**src/hdl/ssp_pkg.sv**
```systemverilog
// Package for the servo sweep pulse generator.
// Holds register indexes, reset values and the structs shared by the modules.
// No dependencies.
`default_nettype none

package ssp_pkg;

   localparam int WidthBits = 12;
   localparam int SpeedBits = 8;
   localparam int CsrIndexBits = 3;
   localparam int CsrDataBits = 12;

   localparam logic [CsrIndexBits-1:0] CsrPeriodTicks  = 3'd0;
   localparam logic [CsrIndexBits-1:0] CsrWidthMin     = 3'd1;
   localparam logic [CsrIndexBits-1:0] CsrWidthMax     = 3'd2;
   localparam logic [CsrIndexBits-1:0] CsrSpeedSetting = 3'd3;

   localparam logic [WidthBits-1:0] ResetPeriodTicks  = 12'd2000;
   localparam logic [WidthBits-1:0] ResetWidthMin     = 12'd50;
   localparam logic [WidthBits-1:0] ResetWidthMax     = 12'd250;
   localparam logic [SpeedBits-1:0] ResetSpeedSetting = 8'd1;
   localparam logic [WidthBits-1:0] ResetPulseWidth   = 12'd50;

   typedef struct packed {
      logic [WidthBits-1:0] period_ticks;
      logic [WidthBits-1:0] width_min;
      logic [WidthBits-1:0] width_max;
      logic [SpeedBits-1:0] speed_setting;
   } cfg_type;

   typedef struct packed {
      logic                 pulse_level;
      logic                 indicator_level;
      logic [WidthBits-1:0] current_width;
      logic                 sweeping_up;
   } result_type;

endpackage

`default_nettype wire

```
**src/hdl/servo_sweep_pwm.sv**
```systemverilog
// Top level of the servo sweep pulse generator.
// Depends on ssp_pkg, ssp_csr and ssp_core.
//
// Each accepted item is one timer tick (advance = 1) or a hold (advance = 0),
// and gives exactly one result: drive and indicator levels, the pulse width and
// the sweep direction after that tick. The block takes one item per clock cycle
// while the output register is empty or rsp_ready is high; the result appears in
// the cycle after acceptance in the output register, which may wait for rsp_ready
// while the next item is already taken in its cycle of release. The state update
// is one increment and a few compares. Configuration registers are written
// through the csr_ channel, which is always ready.
`default_nettype none

module servo_sweep_pwm
   import ssp_pkg::*;
#(
   parameter int COUNTER_BITS = 12
) (
   input  wire logic                    clock,
   input  wire logic                    reset,
   input  wire logic                    req_valid,
   output logic                         req_ready,
   input  wire logic                    req_advance,
   output logic                         rsp_valid,
   input  wire logic                    rsp_ready,
   output logic                         rsp_pulse_level,
   output logic                         rsp_indicator_level,
   output logic [WidthBits-1:0]         rsp_current_width,
   output logic                         rsp_sweeping_up,
   input  wire logic                    csr_valid,
   output logic                         csr_ready,
   input  wire logic [CsrIndexBits-1:0] csr_index,
   input  wire logic [CsrDataBits-1:0]  csr_wdata
);

   cfg_type    cfg;
   result_type result;
   result_type rsp_ff, rsp_in;
   logic       rsp_valid_ff, rsp_valid_in;
   logic       req_accept;

   ssp_csr u_csr (
      .clock     (clock),
      .reset     (reset),
      .csr_valid (csr_valid),
      .csr_ready (csr_ready),
      .csr_index (csr_index),
      .csr_wdata (csr_wdata),
      .cfg       (cfg)
   );

   ssp_core #(
      .COUNTER_BITS (COUNTER_BITS)
   ) u_core (
      .clock   (clock),
      .reset   (reset),
      .step_en (req_accept),
      .advance (req_advance),
      .cfg     (cfg),
      .result  (result)
   );

   assign req_ready = !rsp_valid_ff || rsp_ready;
   assign req_accept = req_valid && req_ready;

   always_comb begin
      rsp_in = rsp_ff;
      rsp_valid_in = rsp_valid_ff;
      if (req_accept) begin
         rsp_in = result;
         rsp_valid_in = 1'b1;
      end else if (rsp_ready) begin
         rsp_valid_in = 1'b0;
      end
   end

   always_ff @(posedge clock) begin
      if (reset) begin
         rsp_valid_ff <= 1'b0;
      end else begin
         rsp_valid_ff <= rsp_valid_in;
      end
   end

   always_ff @(posedge clock) begin
      rsp_ff <= rsp_in;
   end

   assign rsp_valid = rsp_valid_ff;
   assign rsp_pulse_level = rsp_ff.pulse_level;
   assign rsp_indicator_level = rsp_ff.indicator_level;
   assign rsp_current_width = rsp_ff.current_width;
   assign rsp_sweeping_up = rsp_ff.sweeping_up;

   // Every accepted item shows up as a result in the next cycle.
   assert property (@(posedge clock) disable iff (reset)
      req_accept |=> rsp_valid_ff)
      else $error("accepted item produced no result");

   // A held item reports the width that was in place before it.
   assert property (@(posedge clock) disable iff (reset)
      (req_accept && !req_advance) |=> (rsp_current_width == $past(u_core.width_ff)))
      else $error("held item reported a different width");

endmodule

`default_nettype wire

```
**src/hdl/ssp_csr.sv**
```systemverilog
// Configuration registers of the servo sweep pulse generator.
// Depends on ssp_pkg for register indexes, reset values and cfg_type.
`default_nettype none

module ssp_csr
   import ssp_pkg::*;
(
   input  wire logic                    clock,
   input  wire logic                    reset,
   input  wire logic                    csr_valid,
   output logic                         csr_ready,
   input  wire logic [CsrIndexBits-1:0] csr_index,
   input  wire logic [CsrDataBits-1:0]  csr_wdata,
   output cfg_type                      cfg
);

   cfg_type cfg_ff;
   cfg_type cfg_in;

   assign csr_ready = 1'b1;
   assign cfg = cfg_ff;

   always_comb begin
      cfg_in = cfg_ff;
      if (csr_valid) begin
         case (csr_index)
            CsrPeriodTicks:  cfg_in.period_ticks = csr_wdata[WidthBits-1:0];
            CsrWidthMin:     cfg_in.width_min = csr_wdata[WidthBits-1:0];
            CsrWidthMax:     cfg_in.width_max = csr_wdata[WidthBits-1:0];
            CsrSpeedSetting: cfg_in.speed_setting = csr_wdata[SpeedBits-1:0];
            default: ;
         endcase
      end
   end

   always_ff @(posedge clock) begin
      if (reset) begin
         cfg_ff.period_ticks <= ResetPeriodTicks;
         cfg_ff.width_min <= ResetWidthMin;
         cfg_ff.width_max <= ResetWidthMax;
         cfg_ff.speed_setting <= ResetSpeedSetting;
      end else begin
         cfg_ff <= cfg_in;
      end
   end

endmodule

`default_nettype wire

```
**src/hdl/ssp_core.sv**
```systemverilog
// Sweep state and per-tick update of the servo sweep pulse generator.
// Depends on ssp_pkg for cfg_type, result_type and reset values.
`default_nettype none

module ssp_core
   import ssp_pkg::*;
#(
   parameter int COUNTER_BITS = 12
) (
   input  wire logic clock,
   input  wire logic reset,
   input  wire logic step_en,
   input  wire logic advance,
   input  cfg_type   cfg,
   output result_type result
);

   localparam int CmpBits = (COUNTER_BITS > WidthBits) ? COUNTER_BITS : WidthBits;

   logic [COUNTER_BITS-1:0] phase_ff, phase_in;
   logic [WidthBits-1:0]    width_ff, width_in;
   logic                    up_ff, up_in;
   logic [SpeedBits-1:0]    div_ff, div_in;
   logic                    drive_ff, drive_in;
   logic                    led_ff, led_in;

   logic [COUNTER_BITS-1:0] phase_inc;
   logic [CmpBits-1:0]      phase_ext;
   logic                    period_end;
   logic [SpeedBits:0]      div_next;
   logic [WidthBits:0]      width_plus;
   logic [WidthBits:0]      min_plus;

   always_comb begin
      phase_in = phase_ff;
      width_in = width_ff;
      up_in = up_ff;
      div_in = div_ff;
      drive_in = drive_ff;
      led_in = led_ff;

      phase_inc = phase_ff + 1'b1;
      phase_ext = CmpBits'(phase_inc);
      period_end = phase_ext >= CmpBits'(cfg.period_ticks);
      div_next = {1'b0, div_ff} + 1'b1;
      width_plus = {1'b0, width_ff} + 1'b1;
      min_plus = {1'b0, cfg.width_min} + 1'b1;

      if (advance) begin
         drive_in = phase_ext < CmpBits'(width_ff);
         led_in = up_ff ? ~drive_in : drive_in;
         phase_in = phase_inc;
         if (period_end) begin
            phase_in = '0;
            if (div_next > {1'b0, cfg.speed_setting}) begin
               div_in = '0;
               // The width clamps on the limit it reaches and the sweep turns there.
               if (up_ff) begin
                  if (width_plus >= {1'b0, cfg.width_max}) begin
                     width_in = cfg.width_max;
                     up_in = 1'b0;
                  end else begin
                     width_in = width_plus[WidthBits-1:0];
                  end
               end else begin
                  if ({1'b0, width_ff} <= min_plus) begin
                     width_in = cfg.width_min;
                     up_in = 1'b1;
                  end else begin
                     width_in = width_ff - 1'b1;
                  end
               end
            end else begin
               div_in = div_next[SpeedBits-1:0];
            end
         end
      end
   end

   assign result.pulse_level = drive_in;
   assign result.indicator_level = led_in;
   assign result.current_width = width_in;
   assign result.sweeping_up = up_in;

   always_ff @(posedge clock) begin
      if (reset) begin
         phase_ff <= '0;
         width_ff <= ResetPulseWidth;
         up_ff <= 1'b1;
         div_ff <= '0;
         drive_ff <= 1'b0;
         led_ff <= 1'b0;
      end else if (step_en) begin
         phase_ff <= phase_in;
         width_ff <= width_in;
         up_ff <= up_in;
         div_ff <= div_in;
         drive_ff <= drive_in;
         led_ff <= led_in;
      end
   end

   // A held tick or an idle cycle leaves the sweep state untouched.
   assert property (@(posedge clock) disable iff (reset)
      (!step_en || !advance) |=> $stable(phase_ff) && $stable(width_ff) && $stable(up_ff)
         && $stable(div_ff))
      else $error("sweep state changed without a tick");

   // The end of a period always restarts the phase.
   assert property (@(posedge clock) disable iff (reset)
      (step_en && advance && period_end) |=> (phase_ff == '0))
      else $error("phase not cleared at end of period");

   // The width only moves at the end of a period.
   assert property (@(posedge clock) disable iff (reset)
      (step_en && advance && !period_end) |=> $stable(width_ff) && $stable(up_ff))
      else $error("width moved inside a period");

endmodule

`default_nettype wire

```
**config.mk**
```make
export PLATFORM = sky130hd
export DESIGN_NAME = servo_sweep_pwm
export DESIGN_NICKNAME = d
export VERILOG_FILES = /design/src/hdl/ssp_pkg.sv /design/src/hdl/servo_sweep_pwm.sv /design/src/hdl/ssp_csr.sv /design/src/hdl/ssp_core.sv
export SDC_FILE = /design/constraint.sdc
export NUM_CORES = 1
export LEC_CHECK = 0
export BUFFER_PORTS_ARGS = -buffer_cell sky130_fd_sc_hd__buf_2
export CAP_MARGIN = 25
export CELL_PAD_IN_SITES_DETAIL_PLACEMENT = 0
export CELL_PAD_IN_SITES_GLOBAL_PLACEMENT = 1
export CORE_MARGIN = 4
export CORE_UTILIZATION = 48
export DETAILED_ROUTE_END_ITERATION = 7
export PLACE_DENSITY = 0.79
export SLEW_MARGIN = 20
export SYNTH_ARGS = -nofsm -noshare
export SYNTH_HDL_FRONTEND = slang
export SYNTH_HIERARCHICAL = 1
export SYNTH_SLANG_ARGS = --single-unit
```
**constraint.sdc**
```tcl
create_clock -name clock -period 3.8 [get_ports clock]
set_clock_uncertainty 0.2 [all_clocks]
set_input_delay 0 -clock clock [delete_from_list [all_inputs] [get_ports clock]]
set_output_delay 0 -clock clock [all_outputs]
set_load 0.02 [all_outputs]
```
==> reports/metrics.csv, run 1 <==
stage;metric;value;unit
worst_setup_path;Crit. Startpoint;u_core/phase_ff[1]$_SDFFE_PP0P_;
drt;Wirelength per Cell;17.9;um
clock_tree;cts bufs inserted;9;
yosys;syn avg cell area;8.79;um2
worst_setup_path;worst r2r src;u_core/phase_ff[1]$_SDFFE_PP0P_;
drt;Total Wirelength;17700;um
cells_and_area;layout cells sized above 1;17.2;%
yosys;area share of the leading cell type in the synthesized netlist;24.6;%
yosys;post-synth cell types;71;
die;core area;13300;um2
clock_tree;H-tree Lvls;3;
worst_setup_path;arrival time worst endpoint;3.67;ns
die;initial core utilization;49.0;%
worst_setup_path;flop2flop setup slack;0.20;ns
global_routing;initial antenna violation count;0;
clock_tree;worst-skew pair later-pin latency;0.35;ns
yosys;yosys warns;6;
worst_setup_path;CP peak stage delay;0.40;ns
yosys;Post-synth ARST share;0;%
pwr;Max VDD drop;0.181;mV
timing;worst-margin pin slew;0.946;ns
worst_setup_path;crit end category;flop;
drt;drc violations;0;
yosys;Main synth FF type;dfxtp_1;
clock_tree;Sink Count;95;
die;die area;15500;um2
clock_tree;CTS tree;done;
worst_setup_path;crit-path most repeated cell;and3_1;
timing;f_max;278;MHz
global_routing;first-pass GRT wire length;28700;um
timing;Setup-failing EPs final;0;
worst_setup_path;CP max FO;19;
yosys;Synth Register Bits;95;
die;Ports;39;
place;Final Wtd Congestion;0.911;
yosys;Post-synth EDFFs;15;
drt;DRT Pass-1 Iters;5;
yosys;register area share after synthesis;31.5;%
yosys;Syn Nets;823;
timing;final hold vios;0;
worst_setup_path;Critical Setup Path Class;reg2reg;
drt;Final ANT Viol Nets;0;
worst_setup_path;CP cell instances;ha_1 > and3_1 > and3_2 > and3_1 > nand3_1 > xnor2_2 > ha_1 > nor2_1 > o31ai_4 > buf_4 > and3_1 > buf_12 > nor2_1 > a211oi_1;
global_routing;largest net degree at the start of global routing;46;
global_routing;vias in the first global route;5622;
clock_tree;Root Buffer;clkbuf_16;
yosys;most frequent cells after synthesis;dfxtp_1, nor2_1, mux2i_1, ha_1, inv_1;
timing;fin. max-slew vios;0;
worst_setup_path;R2R depth;14;
timing;hold slack;0.0315;ns
hold_path;Hold/Removal Path Class;in2reg;
place;hpwl dp;13500;um
cells_and_area;synthesis-to-finish area growth;17.7;%
yosys;main area contributors after synthesis;dfxtp_1, ha_1, mux2i_1;
timing;Slew HR;36.6;%
worst_setup_path;crit path capture;u_core/width_ff[2]$_SDFFE_PP0P_;
yosys;Cells after Synth;742;
job;max-cap viol count;0;
global_routing;Total GRT Usage;22.9;%
yosys;cell taking the most area after synthesis;dfxtp_1;
outcome;status;finished, final reports clean;
place;Place WS;-0.0515;ns
timing;fin crit share;94.8;%
drt;DR vias;5515;
pwr;Pwr Density;295;nW/um2
place;port buffer count;37;
die;std cell rows;42;
timing;final worst slack;0.196;ns
clock_tree;Reg clk slew, reported paths;0.07;ns
die;Die X;125;um
global_routing;total gr overflow;0;
cells_and_area;NumNets Final;890;
die;Chip Height;125;um
clock_tree;clk buf depth;2;
cells_and_area;Inserted Diodes;0;
worst_setup_path;critical path required time;3.86;ns
drt;Vias/cell;5.57;
timing;post-layout min period;3.60;ns
worst_setup_path;RR Endpoint;u_core/width_ff[2]$_SDFFE_PP0P_;
yosys;Post-Syn Area;6520;um2
pwr;Leakage;0.00330;uW
worst_setup_path;Crit-path slowest cell;dfxtp_1;
worst_setup_path;CP startpoint kind;flop;
yosys;most numerous cell in the Yosys netlist;dfxtp_1;
drt;Starting DRT DRC Count;310;
[cell usage in the layout (no fill, tap or decap), types with 4 or more instances in the layout]
| cell type | count |
|---|---|
| xnor2_1 | 23 |
| xnor2_2 | 4 |
| buf_2 | 37 |
| mux2i_1 | 63 |
| ha_1 | 60 |
| edfxtp_1 | 15 |
| nor3_1 | 11 |
| buf_4 | 37 |
| xor2_1 | 16 |
| nand3_1 | 20 |
| inv_1 | 56 |
| nand4_1 | 8 |
| nor4_1 | 4 |
| o21ai_0 | 22 |
| nor2_1 | 78 |
| mux2_2 | 8 |
| o211ai_1 | 5 |
| nand3b_1 | 6 |
| nand2b_1 | 42 |
| clkbuf_16 | 9 |
| dlygate4sd3_1 | 21 |
| dfxtp_1 | 79 |
| and3_1 | 13 |
| nand2_1 | 34 |
| a21o_1 | 4 |
| a21oi_1 | 39 |
| a211oi_2 | 6 |
| nand4b_1 | 4 |
| a211oi_1 | 10 |
[per-stage QoR]
| step | power (uW) | cell area [um2] | utilization [%] | setup TNS, ns | std cells |
|---|---|---|---|---|---|
| after global placement | 1260 | 7050 | 53.0 | 0 | 951 |
| after CTS | 2270 | 7580 | 57.0 | 0 | 988 |
| final | 2260 | 7670 | 57.7 | 0 | 990 |
| after global routing | 2340 | 7670 | 57.7 | -0.0201 | 990 |
| after detailed placement | 1270 | 7050 | 53.0 | -0.455 | 951 |
| after floorplan | 1200 | 6520 | - | 0 | 742 |
[final cells by class]
cell class / instances / area [um2]
well taps: 176 / 220
clock buffers: 10 / 229
multi-input cells: 549 / 4140
repair buffers: 98 / 733
fillers: 1195 / 5620
flip-flops and latches: 95 / 2050
clock inverters: 6 / 92.6
inverters: 56 / 210
[critical path: cells and delay by family (launching register included)]
| family | cells | cell delay (ns) |
|---|---|---|
| DFF | 1 | 0.40 |
| xor gates and xnor gates | 1 | 0.21 |
| buffers and inverters | 2 | 0.42 |
| adders and majority gates | 2 | 0.52 |
| AOI/OAI and AO/OA | 2 | 0.56 |
| and+or+nand+nor | 7 | 1.22 |
[flip-flops by register name, indices dropped and copies added, names as in the netlist]
signal	count
rsp_current_width	12
rsp_indicator_level	1
rsp_pulse_level	1
rsp_sweeping_up	1
rsp_valid	1
u_core/div_ff	8
u_core/drive_ff	1
u_core/led_ff	1
u_core/phase_ff	12
u_core/up_ff	1
u_core/width_ff	12
u_csr/cfg	44
[logic make-up (layout without fill, tap and decap cells)]
family | count (synthesis) | count (layout) | synth area share, %
and+or+nand+nor | 256 | 256 | 21.0
other | 1 | 1 | 0.0575
buffers and inverters | 98 | 170 | 6.51
xor gates and xnor gates | 44 | 44 | 5.91
DFF | 95 | 95 | 31.5
muxes | 73 | 73 | 11.5
adders and majority gates | 60 | 60 | 11.5
AOI/OAI and AO/OA | 115 | 115 | 12.0
[layer usage]
layer	wire length (um)	vias to the layer above	global-route usage [%]	share of wire (%)
met1	7750	2626	28.5	44
met3	641	37	2.66	3.6
met2	8730	121	40.0	49
met5	0	-	0	0
met4	595	0	9.28	3.4
li1	-	2731	-	-
[what timing repair did]
item	4_1_cts	5_1_grt
setup endpoints to repair	13	45
setup buffers	0	2
hold endpoints to repair	63	0
resized for setup	1	14
hold buffers	21	0
pin swaps	0	1
[power breakdown]
part	internal [uW]	switching, uW
sequential	1040	14.6
clock	581	418
combinational	89.2	119
total	1710	551
[how the worst min path moves through the flow]
stage | start | endpoint | slack [ns] | cells past startpoint
3_3_place_gp | req_valid | rsp_valid$_SDFFE_PP0P_ | 0.05 | 3
2_1_floorplan | reset | rsp_valid$_SDFFE_PP0P_ | -0.14 | 1
4_1_cts | csr_index[2] | u_csr/cfg[30]$_SDFFE_PP0P_ | 0.02 | 4
5_1_grt | csr_index[2] | u_csr/cfg[24]$_SDFFE_PP1P_ | 0.04 | 4
6_report | reset | u_core/drive_ff$_SDFFE_PP0P_ | 0.03 | 2
3_5_place_dp | req_valid | rsp_valid$_SDFFE_PP0P_ | 0.06 | 3
(Power assumes the default switching activity.)
==> run 2, diff against run 1 <==
--- a/config.mk
+++ b/config.mk
@@ -10,9 +10,10 @@
 export CELL_PAD_IN_SITES_DETAIL_PLACEMENT = 0
 export CELL_PAD_IN_SITES_GLOBAL_PLACEMENT = 1
 export CORE_MARGIN = 4
-export CORE_UTILIZATION = 48
+export CORE_UTILIZATION = 45
+export CTS_CLUSTER_DIAMETER = 30
 export DETAILED_ROUTE_END_ITERATION = 7
-export PLACE_DENSITY = 0.79
+export PLACE_DENSITY = 0.75
 export SLEW_MARGIN = 20
 export SYNTH_ARGS = -nofsm -noshare
 export SYNTH_HDL_FRONTEND = slang
==> run 2 against run 1 <==
Compared with the run above:
- sequential power about the same
- via count decreased by 1.5%
- die area increased by 6.2%
- critical endpoint is now rsp_indicator_level$_DFFE_PP_
- worst setup slack improved by 0.0099 ns
- register-to-register slack about the same
- non-clock buffer count decreased by 6
- design area decreased by 1.5%
- clock power decreased by 16%
- maximum frequency increased by 0.28%
- combinational power about the same
- utilization decreased by 3.9 points
==> reports/metrics.csv, run 2 (synthesized netlist as in run 1, its figures left out) <==
stage;metric;value;unit
outcome;status;finished, final reports clean;
pwr;Leakage;0.00326;uW
place;Final Wtd Congestion;0.905;
drt;Vias/cell;5.50;
timing;f_max;278;MHz
timing;post-layout min period;3.59;ns
worst_setup_path;RR Endpoint;rsp_indicator_level$_DFFE_PP_;
drt;Final ANT Viol Nets;0;
clock_tree;clk buf depth;2;
global_routing;Total GRT Usage;21.4;%
global_routing;vias in the first global route;5429;
place;hpwl dp;13200;um
die;Chip Height;128;um
worst_setup_path;crit path capture;rsp_indicator_level$_DFFE_PP_;
drt;DR vias;5431;
worst_setup_path;CP Buf/Inv Count;0;
cells_and_area;synthesis-to-finish area growth;16.0;%
timing;final hold vios;0;
die;Die X;128;um
die;core area;14000;um2
worst_setup_path;Crit. Startpoint;u_core/phase_ff[2]$_SDFFE_PP0P_;
clock_tree;Reg clk slew, reported paths;0.07;ns
drt;Total Wirelength;17500;um
clock_tree;CTS tree;done;
worst_setup_path;CP cell instances;nand4_1 > nor3_4 > and3_1 > xor2_1 > ha_1 > a211o_1 > a2111oi_1 > o21ai_1 > or2_2 > o211ai_1;
place;placed cell area;7010;um2
worst_setup_path;Crit-path slowest cell;dfxtp_1;
timing;worst-margin pin slew;0.911;ns
pwr;Pwr Density;278;nW/um2
cells_and_area;most frequent cells in the layout;dfxtp_1, nor2_1, mux2i_1, ha_1, inv_1;
cells_and_area;layout cells sized above 1;16.0;%
worst_setup_path;WP depth;10;
timing;Slew HR;38.9;%
pwr;Max VDD drop;0.187;mV
die;initial core utilization;46.4;%
worst_setup_path;CP startpoint kind;flop;
cells_and_area;NumNets Final;884;
die;Ports;39;
drt;Starting DRT DRC Count;304;
hold_path;Hold/Removal Path Class;in2reg;
drt;drc violations;0;
global_routing;first-pass GRT wire length;27900;um
drt;WL met1;7850;um
clock_tree;Sink Count;95;
worst_setup_path;CP max FO;6;
cells_and_area;design area;7560;um2
drt;DR top layer;met4;
worst_setup_path;Critical Setup Path Class;reg2reg;
clock_tree;cts bufs inserted;9;
worst_setup_path;critical path required time;3.79;ns
timing;fin crit share;94.6;%
clock_tree;H-tree Lvls;3;
place;port buffer count;37;
job;max-cap viol count;0;
drt;routed wl met2;8970;um
global_routing;largest net degree at the start of global routing;49;
cells_and_area;final core utilization;53.9;%
clock_tree;worst-skew pair later-pin latency;0.36;ns
global_routing;total gr overflow;0;
cells_and_area;number of flip-flops in the largest register;44;
drt;DRT Pass-1 Iters;4;
worst_setup_path;critical path's top delay family;simple AND/OR/NAND/NOR gates;
worst_setup_path;crit end category;flop;
drt;Wirelength per Cell;17.7;um
worst_setup_path;R2R depth;10;
die;std cell rows;43;
clock_tree;Root Buffer;clkbuf_16;
worst_setup_path;flop2flop setup slack;0.21;ns
drt;met3 WL;346;um
global_routing;initial antenna violation count;0;
die;die area;16500;um2
timing;fin. max-slew vios;0;
clock_tree;number of buffers added for setup after CTS;0;
worst_setup_path;arrival time worst endpoint;3.58;ns
worst_setup_path;CP peak stage delay;0.44;ns
timing;Setup-failing EPs final;0;
cells_and_area;Inserted Diodes;0;
worst_setup_path;worst r2r src;u_core/phase_ff[2]$_SDFFE_PP0P_;
==> run 2: cell count changes in the layout (fill, tap and decap cells not counted), sizes merged <==
cell,change
dlygate4sd3,-1
clkinv,+4
bufinv,-2
buf,-5
clkinvlp,-1
inv,-1
==> run 2: stage by stage <==
step           cells   TNS, ns  total power (uW)  setup slack [ns]  hold slack (ns)
6_report         988         0              2100             0.206            0.113
5_1_grt          988  -0.00128              2190          -0.00128            0.127
4_1_cts          988         0              2130         0.0000178           0.0938
3_5_place_dp     952     -1.10              1270            -0.121           0.0565
3_3_place_gp     952   -0.0412              1260           -0.0412           0.0512
2_1_floorplan    742         0              1200             0.319           -0.138
==> run 2: worst min path at each step <==
stage                         start                        endpoint  slack (ns)  cells past startpoint
final                     rsp_ready       rsp_sweeping_up$_DFFE_PP_        0.11                      3
after global routing      rsp_ready  rsp_current_width[3]$_DFFE_PP_        0.13                      3
after CTS                     reset   u_core/div_ff[7]$_SDFFE_PP0P_        0.09                      2
after detailed placement  req_valid          rsp_valid$_SDFFE_PP0P_        0.06                      3
after global placement    req_valid          rsp_valid$_SDFFE_PP0P_        0.05                      3
after floorplan               reset          rsp_valid$_SDFFE_PP0P_       -0.14                      1
==> run 2: routing by layer <==
layer,vias to the layer above,global-route usage (%)
met5,-,0
met4,0,8.30
met3,17,2.86
met2,78,38.2
met1,2615,26.1
li1,2721,-
==> run 2: timing repair <==
action | in CTS | in global routing
gates resized for setup | 3 | 13
endpoints found under the hold margin | 62 | 0
setup endpoints to repair | 27 | 47
hold buffers | 20 | 0
pin swaps | 0 | 1
==> run 2: worst reg2reg max path, stage by stage, from the launching register on <==
cell	delay (ns)
dfxtp_1	0.44
nand4_1	0.23
nor3_4	0.29
and3_1	0.27
xor2_1	0.28
ha_1	0.31
a211o_1	0.32
a2111oi_1	0.44
o21ai_1	0.24
or2_2	0.32
o211ai_1	0.08
==> run 2: area by class of cell <==
| type | instances | area [um2] |
|---|---|---|
| timing repair buffer | 92 | 664 |
| tap | 180 | 225 |
| inverter | 56 | 210 |
| fill | 1291 | 6480 |
| clock inverter | 6 | 37.5 |
| multi-input combinational | 549 | 4140 |
| sequential | 95 | 2050 |
| clock buffer | 10 | 229 |
==> run 2: report_power, final <==
part	switching, uW	internal, uW
sequential	14.8	1040
clock	400	441
combinational	118	90.0
total	533	1570
==> run 3, diff against run 2 <==
--- a/config.mk
+++ b/config.mk
@@ -5,6 +5,7 @@
 export SDC_FILE = /design/constraint.sdc
 export NUM_CORES = 1
 export LEC_CHECK = 0
+export ABC_AREA = 1
 export BUFFER_PORTS_ARGS = -buffer_cell sky130_fd_sc_hd__buf_2
 export CAP_MARGIN = 25
 export CELL_PAD_IN_SITES_DETAIL_PLACEMENT = 0
@@ -13,7 +14,7 @@
 export CORE_UTILIZATION = 45
 export CTS_CLUSTER_DIAMETER = 30
 export DETAILED_ROUTE_END_ITERATION = 7
-export PLACE_DENSITY = 0.75
+export PLACE_DENSITY = 0.91
 export SLEW_MARGIN = 20
 export SYNTH_ARGS = -nofsm -noshare
 export SYNTH_HDL_FRONTEND = slang
==> run 3 against run 2 <==
Compared with the run above:
- synthesized cell count grew 35%
- die area is 5.2% higher
- global-route usage grew 0.67 points
- sequential cell count unchanged
- wire length rose by 9.6%
- maximum frequency up 3.3%
- combinational power rose to 2.8 times the previous value
- design area increased by 5.1%
- sequential share of layout area decreased by 1.3 points
==> reports/metrics.csv, run 3 <==
stage;metric;value;unit
timing;Setup-failing EPs final;0;
worst_setup_path;CP peak stage delay;0.36;ns
worst_setup_path;RR Endpoint;rsp_current_width[5]$_DFFE_PP_;
worst_setup_path;CP max FO;13;
worst_setup_path;crit end category;flop;
hold_path;Endpoint, Worst Hold;u_core/phase_ff[4]$_SDFFE_PP0P_;
global_routing;vias in the first global route;5964;
die;core area;14800;um2
yosys;Cells after Synth;1002;
yosys;syn avg cell area;6.87;um2
timing;fin crit share;91.6;%
hold_path;worst hold stages;7;
timing;Slew HR;42.0;%
clock_tree;H-tree Lvls;3;
timing;post-layout min period;3.48;ns
yosys;Synth Register Bits;95;
timing;hold slack;0.120;ns
die;Die X;132;um
global_routing;total gr overflow;0;
place;Final Wtd Congestion;0.949;
place;placed cell area;7250;um2
yosys;most frequent cells after synthesis;nand2_1, nand3_1, inv_1, nor2_1, dfxtp_1;
global_routing;first-pass GRT wire length;30800;um
worst_setup_path;CP startpoint kind;flop;
die;die area;17300;um2
cells_and_area;layout cells sized above 1;13.9;%
drt;DR top layer;met4;
pwr;Leakage;0.00390;uW
cells_and_area;final core utilization;53.9;%
place;placed cells;1211;
worst_setup_path;R2R depth;19;
yosys;Post-synth EDFFs;15;
yosys;yosys warns;6;
timing;fin. max-slew vios;0;
global_routing;Total GRT Usage;22.1;%
drt;DR vias;6542;
yosys;Main synth FF type;dfxtp_1;
yosys;most numerous cell in the Yosys netlist;nand2_1;
die;Ports;39;
clock_tree;Sink Count;95;
yosys;post-synth cell types;44;
cells_and_area;design area;7950;um2
die;Chip Height;132;um
yosys;register area share after synthesis;29.8;%
cells_and_area;Inserted Diodes;0;
yosys;Post-synth ARST share;0;%
clock_tree;number of buffers added for setup after CTS;0;
drt;Total Wirelength;19100;um
place;hpwl dp;14300;um
yosys;area share of the leading cell type in the synthesized netlist;23.3;%
clock_tree;Reg clk slew, reported paths;0.07;ns
pwr;Max VDD drop;0.339;mV
yosys;Post-Syn Area;6890;um2
clock_tree;worst-skew pair later-pin latency;0.35;ns
timing;worst-margin pin slew;0.867;ns
yosys;cell taking the most area after synthesis;dfxtp_1;
worst_setup_path;arrival time worst endpoint;3.40;ns
clock_tree;Root Buffer;clkbuf_16;
drt;met3 WL;928;um
yosys;main area contributors after synthesis;dfxtp_1, nand2_1, nand3_1;
drt;Wirelength per Cell;15.2;um
clock_tree;CTS tree;done;
timing;post-route setup TNS;0;ns
drt;Vias/cell;5.19;
job;max-cap viol count;0;
hold_path;Hold/Removal Path Class;in2reg;
pwr;Pwr Density;341;nW/um2
cells_and_area;most common cell after layout, fill and taps aside;nand2_1;
cells_and_area;NumNets Final;1152;
die;initial core utilization;46.7;%
cells_and_area;most frequent cells in the layout;nand2_1, nand3_1, inv_1, nor2_1, dfxtp_1;
drt;WL met1;8730;um
worst_setup_path;crit-path most repeated cell;nand2_1;
cells_and_area;synthesis-to-finish area growth;15.4;%
worst_setup_path;worst r2r src;u_core/phase_ff[1]$_SDFFE_PP0P_;
timing;RSZ-0062 raised after global routing;false;
worst_setup_path;Critical Setup Path Class;reg2reg;
drt;Final ANT Viol Nets;0;
cells_and_area;number of flip-flops in the largest register;44;
worst_setup_path;CP cell instances;ha_1 > nand3_1 > nor3b_2 > nand2_1 > nor3_2 > xor2_2 > ha_1 > nand2_1 > nor2_1 > and2_1 > nand2_1 > nand4_2 > inv_1 > nor2_4 > buf_12 > inv_4 > nand2_1 > nand2_1 > inv_1;
worst_setup_path;Crit-path slowest cell;dfxtp_1;
drt;DRT Pass-1 Iters;6;
timing;f_max;287;MHz
cells_and_area;fin cells;1260;
drt;routed wl met2;8760;um
drt;drc violations;0;
yosys;Syn Nets;1083;
clock_tree;cts bufs inserted;9;
global_routing;largest net degree at the start of global routing;45;
place;port buffer count;37;
clock_tree;clk buf depth;2;
die;std cell rows;44;
timing;final hold vios;0;
worst_setup_path;flop2flop setup slack;0.32;ns
cells_and_area;Fill cells;1505;
hold_path;hold_sp;req_valid;
worst_setup_path;critical path required time;3.72;ns
global_routing;initial antenna violation count;0;
drt;Starting DRT DRC Count;587;
outcome;status;finished, final reports clean;
[run 3: logic make-up (layout without fill, tap and decap cells)]
kind of cell	count (synthesis)	in the layout	synth area share, %
XOR/XNOR	35	35	4.45
AO/OA/AOI/OAI	94	94	7.72
flip-flops	95	95	29.8
AND/OR/NAND/NOR	531	531	35.2
buffers and inverters	186	260	11.9
adder cells (fa/ha/maj)	60	60	10.9
other	1	1	0.0545
[run 3: where the power goes]
group          switching (uW)  leakage, uW  internal [uW]
sequential               32.8     0.000796           1060
combinational             385      0.00294            201
clock                     435     0.000167            593
[run 3: per-layer routing]
layer  track usage (%)  vias to the layer above
met3              3.82                       53
met2              36.3                      181
li1                  -                     3350
met5                 0                        -
met4              8.05                        0
met1              29.2                     2958
[run 3: worst max-delay path by stage]
stage,to,cells after the start,from,slack (ns)
floorplan,rsp_sweeping_up$_DFFE_PP_,21,u_csr/cfg[20]$_SDFFE_PP0P_,0.48
global placement,rsp_current_width[1]$_DFFE_PP_,19,u_csr/cfg[20]$_SDFFE_PP0P_,0.25
detailed placement,rsp_sweeping_up$_DFFE_PP_,19,u_csr/cfg[20]$_SDFFE_PP0P_,0.16
CTS,rsp_sweeping_up$_DFFE_PP_,19,u_csr/cfg[20]$_SDFFE_PP0P_,0.15
global route,rsp_current_width[11]$_DFFE_PP_,21,u_csr/cfg[20]$_SDFFE_PP0P_,0.01
finish,rsp_current_width[5]$_DFFE_PP_,19,u_core/phase_ff[1]$_SDFFE_PP0P_,0.32
[run 3: what timing repair did]
action,CTS,global route
hold buffers,33,0
endpoints found under the setup margin,0,26
resized for setup,0,6
endpoints found under the hold margin,66,0
[run 3: area by class of cell]
type                            instances  area (um2)  share of cell area, %
Inverter                              151         569                   7.16
Timing Repair Buffer                   93         701                   8.82
Multi-Input combinational cell        721        4060                   51.0
Sequential cell                        95        2050                   25.8
Tap cell                              184         230                   2.90
Clock inverter                          7         114                   1.43
Clock buffer                            9         225                   2.83
[run 3: stage by stage]
step           worst slack, ns  power (uW)
3_5_place_dp             0.157        1670
5_1_grt                 0.0118        2840
4_1_cts                  0.151        2730
6_report                 0.321        2710
3_3_place_gp             0.254        1670
2_1_floorplan            0.478        1520
[run 3: critical path, delay by kind of cell (launching register included)]
kind                     cells  cell delay (ns)
buffers and inverters        4             0.50
flip-flops                   1             0.36
adder cells (fa/ha/maj)      2             0.46
AND/OR/NAND/NOR             12             1.47
XOR/XNOR                     1             0.23
